===== config.mk =====
export PLATFORM = sky130hd
export DESIGN_NAME = bmp24_stream_to_rgb565_pixels_core_flat
export DESIGN_NICKNAME = d
export VERILOG_FILES = /design/src/hw/rtl/bmp565_pkg.sv /design/src/hw/rtl/bmp565_if.sv /design/src/hw/rtl/bmp24_stream_to_rgb565_pixels_core.sv /design/src/flat_wrapper.sv
export SDC_FILE = /design/constraint.sdc
export NUM_CORES = 1
export LEC_CHECK = 0
export BUFFER_PORTS_ARGS = -buffer_cell sky130_fd_sc_hd__clkbuf_2
export CELL_PAD_IN_SITES_DETAIL_PLACEMENT = 1
export CELL_PAD_IN_SITES_GLOBAL_PLACEMENT = 1
export CORE_MARGIN = 2
export CORE_UTILIZATION = 30
export CTS_CLUSTER_DIAMETER = 40
export CTS_CLUSTER_SIZE = 10
export DETAILED_ROUTE_END_ITERATION = 8
export PLACE_DENSITY_LB_ADDON = 0.05
export REMOVE_ABC_BUFFERS = 1
export SYNTH_ARGS = -nofsm -noshare
export SYNTH_HDL_FRONTEND = slang
export SYNTH_SLANG_ARGS = --single-unit

===== constraint.sdc =====
create_clock -name clk_i -period 6.1 [get_ports clk_i]
set_input_delay 0.305 -clock clk_i [delete_from_list [all_inputs] [get_ports clk_i]]
set_output_delay 0.305 -clock clk_i [all_outputs]
set_load 0.02 [all_outputs]

===== src/hw/rtl/bmp565_pkg.sv =====
// shared types and constants of the bmp to rgb565 decoder
// no dependencies
`default_nettype none

package bmp565_pkg;

  // result kinds on the output channel
  typedef enum logic [1:0] {
    KIND_PIXEL  = 2'd0,
    KIND_EMPTY  = 2'd1,
    KIND_BADSIG = 2'd2,
    KIND_UNSUP  = 2'd3
  } kind_e;

  // configuration register indexes
  localparam logic CFG_ORIGIN_X = 1'b0;
  localparam logic CFG_ORIGIN_Y = 1'b1;

  // header constants
  localparam logic [7:0]  SIG_B       = 8'h42;
  localparam logic [7:0]  SIG_M       = 8'h4D;
  localparam logic [15:0] BPP_24      = 16'd24;
  localparam logic [15:0] PLANES_ONE  = 16'd1;
  localparam logic [5:0]  HDR_LAST    = 6'd33;
  localparam logic [31:0] PIX_OFF_MIN = 32'd34;

endpackage

`default_nettype wire


===== src/hw/rtl/bmp565_if.sv =====
// valid/ready channel interfaces for file bytes in and decoded results out
// no dependencies
`default_nettype none

interface bmp565_in_if;
  logic       valid;
  logic       ready;
  logic [7:0] file_byte;
  logic       starts_file;

  modport source (output valid, output file_byte, output starts_file, input ready);
  modport sink   (input valid, input file_byte, input starts_file, output ready);
endinterface

interface bmp565_out_if;
  logic        valid;
  logic        ready;
  logic [1:0]  result_kind;
  logic        final_res;
  logic [15:0] pixel_x;
  logic [15:0] pixel_y;
  logic [15:0] color;

  modport source (output valid, output result_kind, output final_res, output pixel_x,
                  output pixel_y, output color, input ready);
  modport sink   (input valid, input result_kind, input final_res, input pixel_x,
                  input pixel_y, input color, output ready);
endinterface

`default_nettype wire


===== src/hw/rtl/bmp24_stream_to_rgb565_pixels_core.sv =====
// bmp 24-bit byte stream to rgb565 pixel decoder, top level
// depends on bmp565_pkg and the channel interfaces in bmp565_if
//
//   channel  | dir | handshake     | payload
//   ---------+-----+---------------+-------------------------------------------
//   in_i     | in  | valid/ready   | file_byte, starts_file
//   out_o    | out | valid/ready   | result_kind, final_res, pixel_x/y, color
//   cfg      | in  | cfg_we_i only | cfg_idx_i, cfg_data_i (origin x / y)
//
// a byte transfer lands in the input register; the parser decodes it and
// loads the result register once that register is free or drained
// one byte per cycle sustained while the sink takes results; the input
// register waits only when the result register holds an untaken result
// async active-low reset clears the parser to the header phase at byte 0
// and the origin registers to zero; no clearing pass
`default_nettype none

module bmp24_stream_to_rgb565_pixels_core
  import bmp565_pkg::*;
(
  input  wire logic        clk_i,
  input  wire logic        rst_ni,
  bmp565_in_if.sink        in_i,
  bmp565_out_if.source     out_o,
  input  wire logic        cfg_we_i,
  input  wire logic        cfg_idx_i,
  input  wire logic [15:0] cfg_data_i
);

  typedef enum logic [1:0] {
    PH_HEADER = 2'd0,
    PH_SKIP   = 2'd1,
    PH_PIXELS = 2'd2,
    PH_DONE   = 2'd3
  } phase_e;

  // drop byte b into lane k of a little-endian word
  function automatic logic [31:0] put_lane32(input logic [31:0] w, input logic [1:0] k,
                                             input logic [7:0] b);
    logic [31:0] r;
    r = w;
    r[{k, 3'b000} +: 8] = b;
    return r;
  endfunction

  // configuration
  logic [15:0] origin_x_q, origin_y_q;

  always_ff @(posedge clk_i or negedge rst_ni) begin
    if (!rst_ni) begin
      origin_x_q <= '0;
      origin_y_q <= '0;
    end else if (cfg_we_i) begin
      case (cfg_idx_i)
        CFG_ORIGIN_X: origin_x_q <= cfg_data_i;
        CFG_ORIGIN_Y: origin_y_q <= cfg_data_i;
        default: ;
      endcase
    end
  end

  // input register
  logic       s1_valid_q;
  logic [7:0] s1_byte_q;
  logic       s1_start_q;
  logic       out_valid_q;
  logic       s1_adv, s1_fire, in_xfer;

  // the decode stage moves whenever the result register is free or drained
  assign s1_adv   = !out_valid_q || out_o.ready;
  assign s1_fire  = s1_valid_q && s1_adv;
  assign in_i.ready = !s1_valid_q || s1_adv;
  assign in_xfer  = in_i.valid && in_i.ready;

  always_ff @(posedge clk_i or negedge rst_ni) begin
    if (!rst_ni) begin
      s1_valid_q <= 1'b0;
    end else if (in_xfer) begin
      s1_valid_q <= 1'b1;
    end else if (s1_fire) begin
      s1_valid_q <= 1'b0;
    end
  end

  always_ff @(posedge clk_i) begin
    if (in_xfer) begin
      s1_byte_q  <= in_i.file_byte;
      s1_start_q <= in_i.starts_file;
    end
  end

  // parser state
  phase_e      phase_q, phase_d;
  logic [31:0] pos_q, pos_d;
  logic        sig_ok_q, sig_ok_d;
  logic [31:0] pix_off_q, pix_off_d;
  logic [31:0] width_q, width_d;
  logic [31:0] height_q, height_d;
  logic [15:0] planes_q, planes_d;
  logic [15:0] bpp_q, bpp_d;
  logic [31:0] comp_q, comp_d;
  logic [31:0] col_q, col_d;
  logic [31:0] row_q, row_d;
  logic [1:0]  chan_q, chan_d;
  logic [1:0]  pad_q, pad_d;
  logic [7:0]  blue_q, blue_d;
  logic [7:0]  green_q, green_d;

  // result
  logic        res_valid;
  kind_e       res_kind;
  logic        res_final;
  logic [15:0] res_x, res_y, res_color;

  kind_e       kind_q;
  logic        final_q;
  logic [15:0] x_q, y_q, color_q;

  // working values
  logic [7:0]  b;
  logic [5:0]  pos6;
  logic        do_pix;
  logic [31:0] col_inc, row_inc;

  assign b    = s1_byte_q;
  // position of the byte being decoded, zero when it carries the start mark
  assign pos6 = s1_start_q ? 6'd0 : pos_q[5:0];

  always_comb begin
    // start mark clears the parser before the byte is looked at
    if (s1_start_q) begin
      phase_d  = PH_HEADER;
      pos_d    = '0;
      sig_ok_d = 1'b0;
      pix_off_d = '0;
      width_d  = '0;
      height_d = '0;
      planes_d = '0;
      bpp_d    = '0;
      comp_d   = '0;
      col_d    = '0;
      row_d    = '0;
      chan_d   = '0;
      pad_d    = '0;
      blue_d   = '0;
      green_d  = '0;
    end else begin
      phase_d  = phase_q;
      pos_d    = pos_q;
      sig_ok_d = sig_ok_q;
      pix_off_d = pix_off_q;
      width_d  = width_q;
      height_d = height_q;
      planes_d = planes_q;
      bpp_d    = bpp_q;
      comp_d   = comp_q;
      col_d    = col_q;
      row_d    = row_q;
      chan_d   = chan_q;
      pad_d    = pad_q;
      blue_d   = blue_q;
      green_d  = green_q;
    end

    res_valid = 1'b0;
    res_kind  = KIND_PIXEL;
    res_final = 1'b0;
    res_x     = '0;
    res_y     = '0;
    res_color = '0;
    do_pix    = 1'b0;
    col_inc   = col_q + 32'd1;
    row_inc   = row_q + 32'd1;

    case (phase_d)
      PH_HEADER: begin
        // header never runs past byte 33, so the low bits name the position
        if (pos6 == 6'd0) begin
          sig_ok_d = (b == SIG_B);
        end else if (pos6 == 6'd1) begin
          sig_ok_d = sig_ok_q && (b == SIG_M);
        end else if (pos6 >= 6'd10 && pos6 <= 6'd13) begin
          pix_off_d = put_lane32(pix_off_q, 2'(pos6 - 6'd10), b);
        end else if (pos6 >= 6'd18 && pos6 <= 6'd21) begin
          width_d = put_lane32(width_q, 2'(pos6 - 6'd18), b);
        end else if (pos6 >= 6'd22 && pos6 <= 6'd25) begin
          height_d = put_lane32(height_q, 2'(pos6 - 6'd22), b);
        end else if (pos6 == 6'd26 || pos6 == 6'd27) begin
          planes_d = pos6[0] ? {b, planes_q[7:0]} : {planes_q[15:8], b};
        end else if (pos6 == 6'd28 || pos6 == 6'd29) begin
          bpp_d = pos6[0] ? {b, bpp_q[7:0]} : {bpp_q[15:8], b};
        end else if (pos6 >= 6'd30 && pos6 <= 6'd33) begin
          comp_d = put_lane32(comp_q, 2'(pos6 - 6'd30), b);
        end

        if (pos6 == HDR_LAST) begin
          // last header byte: compression top byte is this very byte
          if (!sig_ok_q) begin
            phase_d   = PH_DONE;
            res_valid = 1'b1;
            res_kind  = KIND_BADSIG;
            res_final = 1'b1;
          end else if (planes_q != PLANES_ONE || bpp_q != BPP_24 ||
                       comp_q[23:0] != 24'd0 || b != 8'd0 ||
                       pix_off_q < PIX_OFF_MIN) begin
            phase_d   = PH_DONE;
            res_valid = 1'b1;
            res_kind  = KIND_UNSUP;
            res_final = 1'b1;
          end else if (width_q == 32'd0 || height_q == 32'd0) begin
            phase_d   = PH_DONE;
            res_valid = 1'b1;
            res_kind  = KIND_EMPTY;
            res_final = 1'b1;
          end else begin
            phase_d = PH_SKIP;
          end
        end
      end
      PH_SKIP: begin
        if (pos_d >= pix_off_q) begin
          phase_d = PH_PIXELS;
          do_pix  = 1'b1;
        end
      end
      PH_PIXELS: begin
        do_pix = 1'b1;
      end
      default: ;
    endcase

    if (do_pix) begin
      if (pad_q != 2'd0) begin
        pad_d = pad_q - 2'd1;
      end else if (chan_q == 2'd0) begin
        blue_d = b;
        chan_d = 2'd1;
      end else if (chan_q == 2'd1) begin
        green_d = b;
        chan_d  = 2'd2;
      end else begin
        // red byte completes the triple
        chan_d    = 2'd0;
        res_valid = 1'b1;
        res_kind  = KIND_PIXEL;
        res_x     = origin_x_q + col_q[15:0];
        res_y     = origin_y_q + height_q[15:0] - 16'd1 - row_q[15:0];
        res_color = {b[7:3], green_q[7:2], blue_q[7:3]};
        if (col_inc == width_q) begin
          col_d = '0;
          row_d = row_inc;
          pad_d = width_q[1:0];
          if (row_inc == height_q) begin
            res_final = 1'b1;
            phase_d   = PH_DONE;
          end
        end else begin
          col_d = col_inc;
        end
      end
    end

    // position counts every byte until the file is done
    if (phase_q != PH_DONE || s1_start_q) begin
      pos_d = pos_d + 32'd1;
    end
  end

  // parser state and result register
  always_ff @(posedge clk_i or negedge rst_ni) begin
    if (!rst_ni) begin
      phase_q     <= PH_HEADER;
      pos_q       <= '0;
      sig_ok_q    <= 1'b0;
      pix_off_q   <= '0;
      width_q     <= '0;
      height_q    <= '0;
      planes_q    <= '0;
      bpp_q       <= '0;
      comp_q      <= '0;
      col_q       <= '0;
      row_q       <= '0;
      chan_q      <= '0;
      pad_q       <= '0;
      blue_q      <= '0;
      green_q     <= '0;
      out_valid_q <= 1'b0;
    end else begin
      if (s1_fire) begin
        phase_q     <= phase_d;
        pos_q       <= pos_d;
        sig_ok_q    <= sig_ok_d;
        pix_off_q   <= pix_off_d;
        width_q     <= width_d;
        height_q    <= height_d;
        planes_q    <= planes_d;
        bpp_q       <= bpp_d;
        comp_q      <= comp_d;
        col_q       <= col_d;
        row_q       <= row_d;
        chan_q      <= chan_d;
        pad_q       <= pad_d;
        blue_q      <= blue_d;
        green_q     <= green_d;
        out_valid_q <= res_valid;
      end else if (out_o.ready) begin
        out_valid_q <= 1'b0;
      end
    end
  end

  // result payload, loaded only with a new result
  always_ff @(posedge clk_i) begin
    if (s1_fire && res_valid) begin
      kind_q  <= res_kind;
      final_q <= res_final;
      x_q     <= res_x;
      y_q     <= res_y;
      color_q <= res_color;
    end
  end

  assign out_o.valid       = out_valid_q;
  assign out_o.result_kind = kind_q;
  assign out_o.final_res   = final_q;
  assign out_o.pixel_x     = x_q;
  assign out_o.pixel_y     = y_q;
  assign out_o.color       = color_q;

endmodule

`default_nettype wire


===== src/flat_wrapper.sv =====
// flat-port wrapper written by rule: the top's interface ports become plain ports
module bmp24_stream_to_rgb565_pixels_core_flat import bmp565_pkg::*;
  (clk_i, rst_ni, cfg_we_i, cfg_idx_i, cfg_data_i, in_i_valid, in_i_file_byte, in_i_starts_file, in_i_ready, out_o_valid, out_o_result_kind, out_o_final_res, out_o_pixel_x, out_o_pixel_y, out_o_color, out_o_ready);
  bmp565_in_if in_i_i ();
  bmp565_out_if out_o_i ();
  input  wire logic clk_i;
  input  wire logic rst_ni;
  input  wire logic cfg_we_i;
  input  wire logic cfg_idx_i;
  input  wire logic [15:0] cfg_data_i;
  input wire logic [$bits(in_i_i.valid)-1:0] in_i_valid;
  input wire logic [$bits(in_i_i.file_byte)-1:0] in_i_file_byte;
  input wire logic [$bits(in_i_i.starts_file)-1:0] in_i_starts_file;
  output wire logic [$bits(in_i_i.ready)-1:0] in_i_ready;
  output wire logic [$bits(out_o_i.valid)-1:0] out_o_valid;
  output wire logic [$bits(out_o_i.result_kind)-1:0] out_o_result_kind;
  output wire logic [$bits(out_o_i.final_res)-1:0] out_o_final_res;
  output wire logic [$bits(out_o_i.pixel_x)-1:0] out_o_pixel_x;
  output wire logic [$bits(out_o_i.pixel_y)-1:0] out_o_pixel_y;
  output wire logic [$bits(out_o_i.color)-1:0] out_o_color;
  input wire logic [$bits(out_o_i.ready)-1:0] out_o_ready;
  assign in_i_i.valid = in_i_valid;
  assign in_i_i.file_byte = in_i_file_byte;
  assign in_i_i.starts_file = in_i_starts_file;
  assign in_i_ready = in_i_i.ready;
  assign out_o_valid = out_o_i.valid;
  assign out_o_result_kind = out_o_i.result_kind;
  assign out_o_final_res = out_o_i.final_res;
  assign out_o_pixel_x = out_o_i.pixel_x;
  assign out_o_pixel_y = out_o_i.pixel_y;
  assign out_o_color = out_o_i.color;
  assign out_o_i.ready = out_o_ready;
  bmp24_stream_to_rgb565_pixels_core u_core (.clk_i(clk_i), .rst_ni(rst_ni), .in_i(in_i_i), .out_o(out_o_i), .cfg_we_i(cfg_we_i), .cfg_idx_i(cfg_idx_i), .cfg_data_i(cfg_data_i));
endmodule

==> results.md <==
- Core area: a little under 70000 um2
- EDFF count, synth: 60
- Number of core rows: 96
- Reg2Reg Setup Slack: ~1.2 ns
- Critical Path Source: u_core.s1_start_q
- Clock transition at the registers of the reported paths: ~0.050 ns
- Hold Path Class: input port to register
- Clock power share: 0.602
- Clock Latency Late Sink: between 0.6 and 0.7 ns
- Seq pwr share: 0.313
- Top-count cell post-synth: dfrtp_1
- Slew Viols, Final: 0
- Diodes inserted: 0
- Max-cap violations: 0
- Root Buffer: clkbuf_16
- Wire per inst: around 24 um
- Int Power: 6.11 mW
- Post-DP HPWL: around 55 mm
- RSZ-0062 raised after global routing: false
- Min cycle time layout: 4.89 ns
- # setup viols final: 0
- Yosys top cell by area: dfrtp_1
- Die width: between 200 and 300 um
- Sw Share: 0.257
- Routed wire length: roughly 77 mm
- Post-Syn Instances: 2158
- Via count: 17558
- Pin count of the biggest net entering global routing: approximately 130
- Pwr Density: about 320 nW/um2
- Fin crit share: 0.802
- First-pass GRT wire length: 119 mm
- Total clock sinks: 360
- Crit path DAT: 5.37 ns
- # DRC: 0
- Port-buffer cells: 83
- Die area: roughly 72000 um2
- Area grow syn2layout: 22.6%
- Maximum clock rate: between 200 and 250 MHz
- Total Power: approximately 8.2 mW
- Total track usage: 0.218
- Status: finished, final reports clean
- Combinational Power Share: 0.086
- TritonCTS clock tree: built
- Syn avg cell area: between 9 and 10 um2
- Nets: 2380
- Critical Path Sink: u_core.col_q[13]
- Relative slew slack: 0.186
- Data required time of the worst path: around 6.6 ns
- CP max FO: 52
- Setup crit start kind: register
- Final hold vios: 0
- Ys Warns: 0
- WHS: around 0.080 ns
- TritonCTS buffer count: 84
- R2R depth: 12
- CTS Buffer Depth: 3
- Worst slew pin tran: 1.20 ns
- Netlist cell types: 82
- Initial antenna violation count: 2
- Vias per cell: ~5.4
- Drt pass-1 iters: 5
- Post-route ant nets: 0
- Initial core utilization: 0.303
- Lkg Pwr: around 11 nW
- Vias in the first global route: about 19000
- GR Overflow Total: 0
- Ys flop type: dfrtp_1
- Crit. End Element: register
- Ratio of cells with drive above 1 in the final layout: 0.137
- CTS HTree Levels: 3
- NetSw: 2.11 mW
- # IOs: 84
- Die height: 267 um
- Register bit count reported by yosys: 360
- Post-CTS resize count: 0
- Initial drt markers: roughly 1100
- Register area share after synthesis: 0.447
- FF-to-FF End: u_core.col_q[13]
- Worst setup path category: register to register
- Mapped cell area: ~21000 um2
- Reg2reg start: u_core.s1_start_q
- GP Congestion: slightly below 0.9
- Async S/R FF share, synth: 0.833
- IR drop worst, VDD: 0.308 mV
- Top cells by count, synth: 300 x dfrtp_1, 184 x nand2_1, 132 x nor2_1, 129 x inv_1, 129 x o21ai_0
- Ranking of synthesized cells by area: dfrtp_1 36%, edfxtp_1 8.7%, ha_1 4.3%
- Synth top area share: 0.361
- Clock Skews: around 0.025 ns
layout by cell type (no fill, tap or decap), drive strengths merged, types with 35 or more instances in the layout:
master	netlist	final
a22o	57	57
nor2b	36	36
o21ai	141	141
dfrtp	300	300
nand3	73	73
and2	35	35
clkbuf	82	190
nand2	184	184
inv	129	136
o22ai	36	36
edfxtp	60	60
xnor2	82	82
nor3	55	55
xor2	54	54
nand4	56	56
o2bb2ai	56	56
nor2	132	132
a21oi	72	72
ha	71	71
nor4	59	59
a21o	39	39
cell type report:
type / count / area, um2
fillers: 7702 / 43200
clock inverters: 50 / 790
flip-flops and latches: 360 / 9310
multi-input cells: 1554 / 10500
inverters: 129 / 484
well taps: 931 / 1160
repair buffers: 132 / 888
clock buffers: 108 / 2330
worst min path at each step:
stage           startpoint                 end  cells past startpoint
6_report       out_o_ready  u_core.out_o.valid                      3
2_1_floorplan       rst_ni    u_core.blue_q[3]                      0
3_3_place_gp        rst_ni     u_core.bpp_q[4]                      1
5_1_grt        out_o_ready  u_core.out_o.valid                      3
3_5_place_dp        rst_ni     u_core.bpp_q[2]                      1
4_1_cts        out_o_ready  u_core.out_o.valid                      3
metal layers:
layer | wire (um) | global-route usage
met5 | 0 | 0
met4 | 2010 | 0.0643
met3 | 2960 | 0.0335
met2 | 35500 | 0.357
met1 | 36300 | 0.298
power groups by stage:
stage | logic, mW | registers (mW) | clock network (mW)
after floorplan | 0.424 | 2.59 | 0
after global placement | 0.687 | 2.61 | 0
after detailed placement | 0.695 | 2.61 | 0
after CTS | 0.714 | 2.57 | 5.05
after global routing | 0.789 | 2.58 | 5.17
final | 0.704 | 2.57 | 4.95
critical path, stage by stage (launching register included):
cell and delay (ns):
edfxtp_1 0.32, buf_4 0.46, nor2_1 0.25, ha_1 0.36, nand4_1 0.11, a311oi_1 0.32, a211oi_1 0.10, o211ai_1 0.56
nand3_2 0.37, buf_4 0.38, nor2_1 0.58, nand2_1 0.46, o41ai_1 0.44
flip-flops by register name, indices dropped and copies added (netlist names), 5 cells and up:
name                  flops
u_core.width_q           32
u_core.blue_q             5
u_core.origin_x_q        16
u_core.out_o.pixel_y     16
u_core.row_q             32
u_core.green_q            6
u_core.out_o.pixel_x     16
u_core.pix_off_q         32
u_core.origin_y_q        16
u_core.bpp_q             16
u_core.out_o.color       16
u_core.pos_q             32
u_core.comp_q            24
u_core.height_q          32
u_core.b                  8
u_core.col_q             32
u_core.planes_q          16
cell families (layout without fill, tap and decap cells):
| group | Yosys count | after routing | share of synthesized area |
|---|---|---|---|
| multiplexers | 45 | 45 | 0.0237 |
| adder cells (fa/ha/maj) | 88 | 88 | 0.0590 |
| AND/OR/NAND/NOR | 767 | 767 | 0.196 |
| flip-flops | 360 | 360 | 0.447 |
| AO/OA/AOI/OAI | 518 | 518 | 0.170 |
| XOR/XNOR | 136 | 136 | 0.0572 |
| buffers and inverters | 244 | 419 | 0.0472 |
through the flow:
step                instance area [um2]  TNS, ns  std cells  utilization  setup slack, ns
finish                            25500        0       3264        0.371             1.21
floorplan                         20300   -27.09       2043            -           -0.522
global route                      25500        0       3264        0.371            0.840
detailed placement                22100        0       3078        0.322             1.17
CTS                               25500        0       3264        0.371             1.13
global placement                  22100        0       3078        0.322             1.26
repair_timing:
item / in CTS / in global routing
buffers inserted: 0 / 0
hold buffers: 28 / 0
endpoints found under the hold margin: 123 / 0
Note: power is estimated with default switching activity, not from simulation.
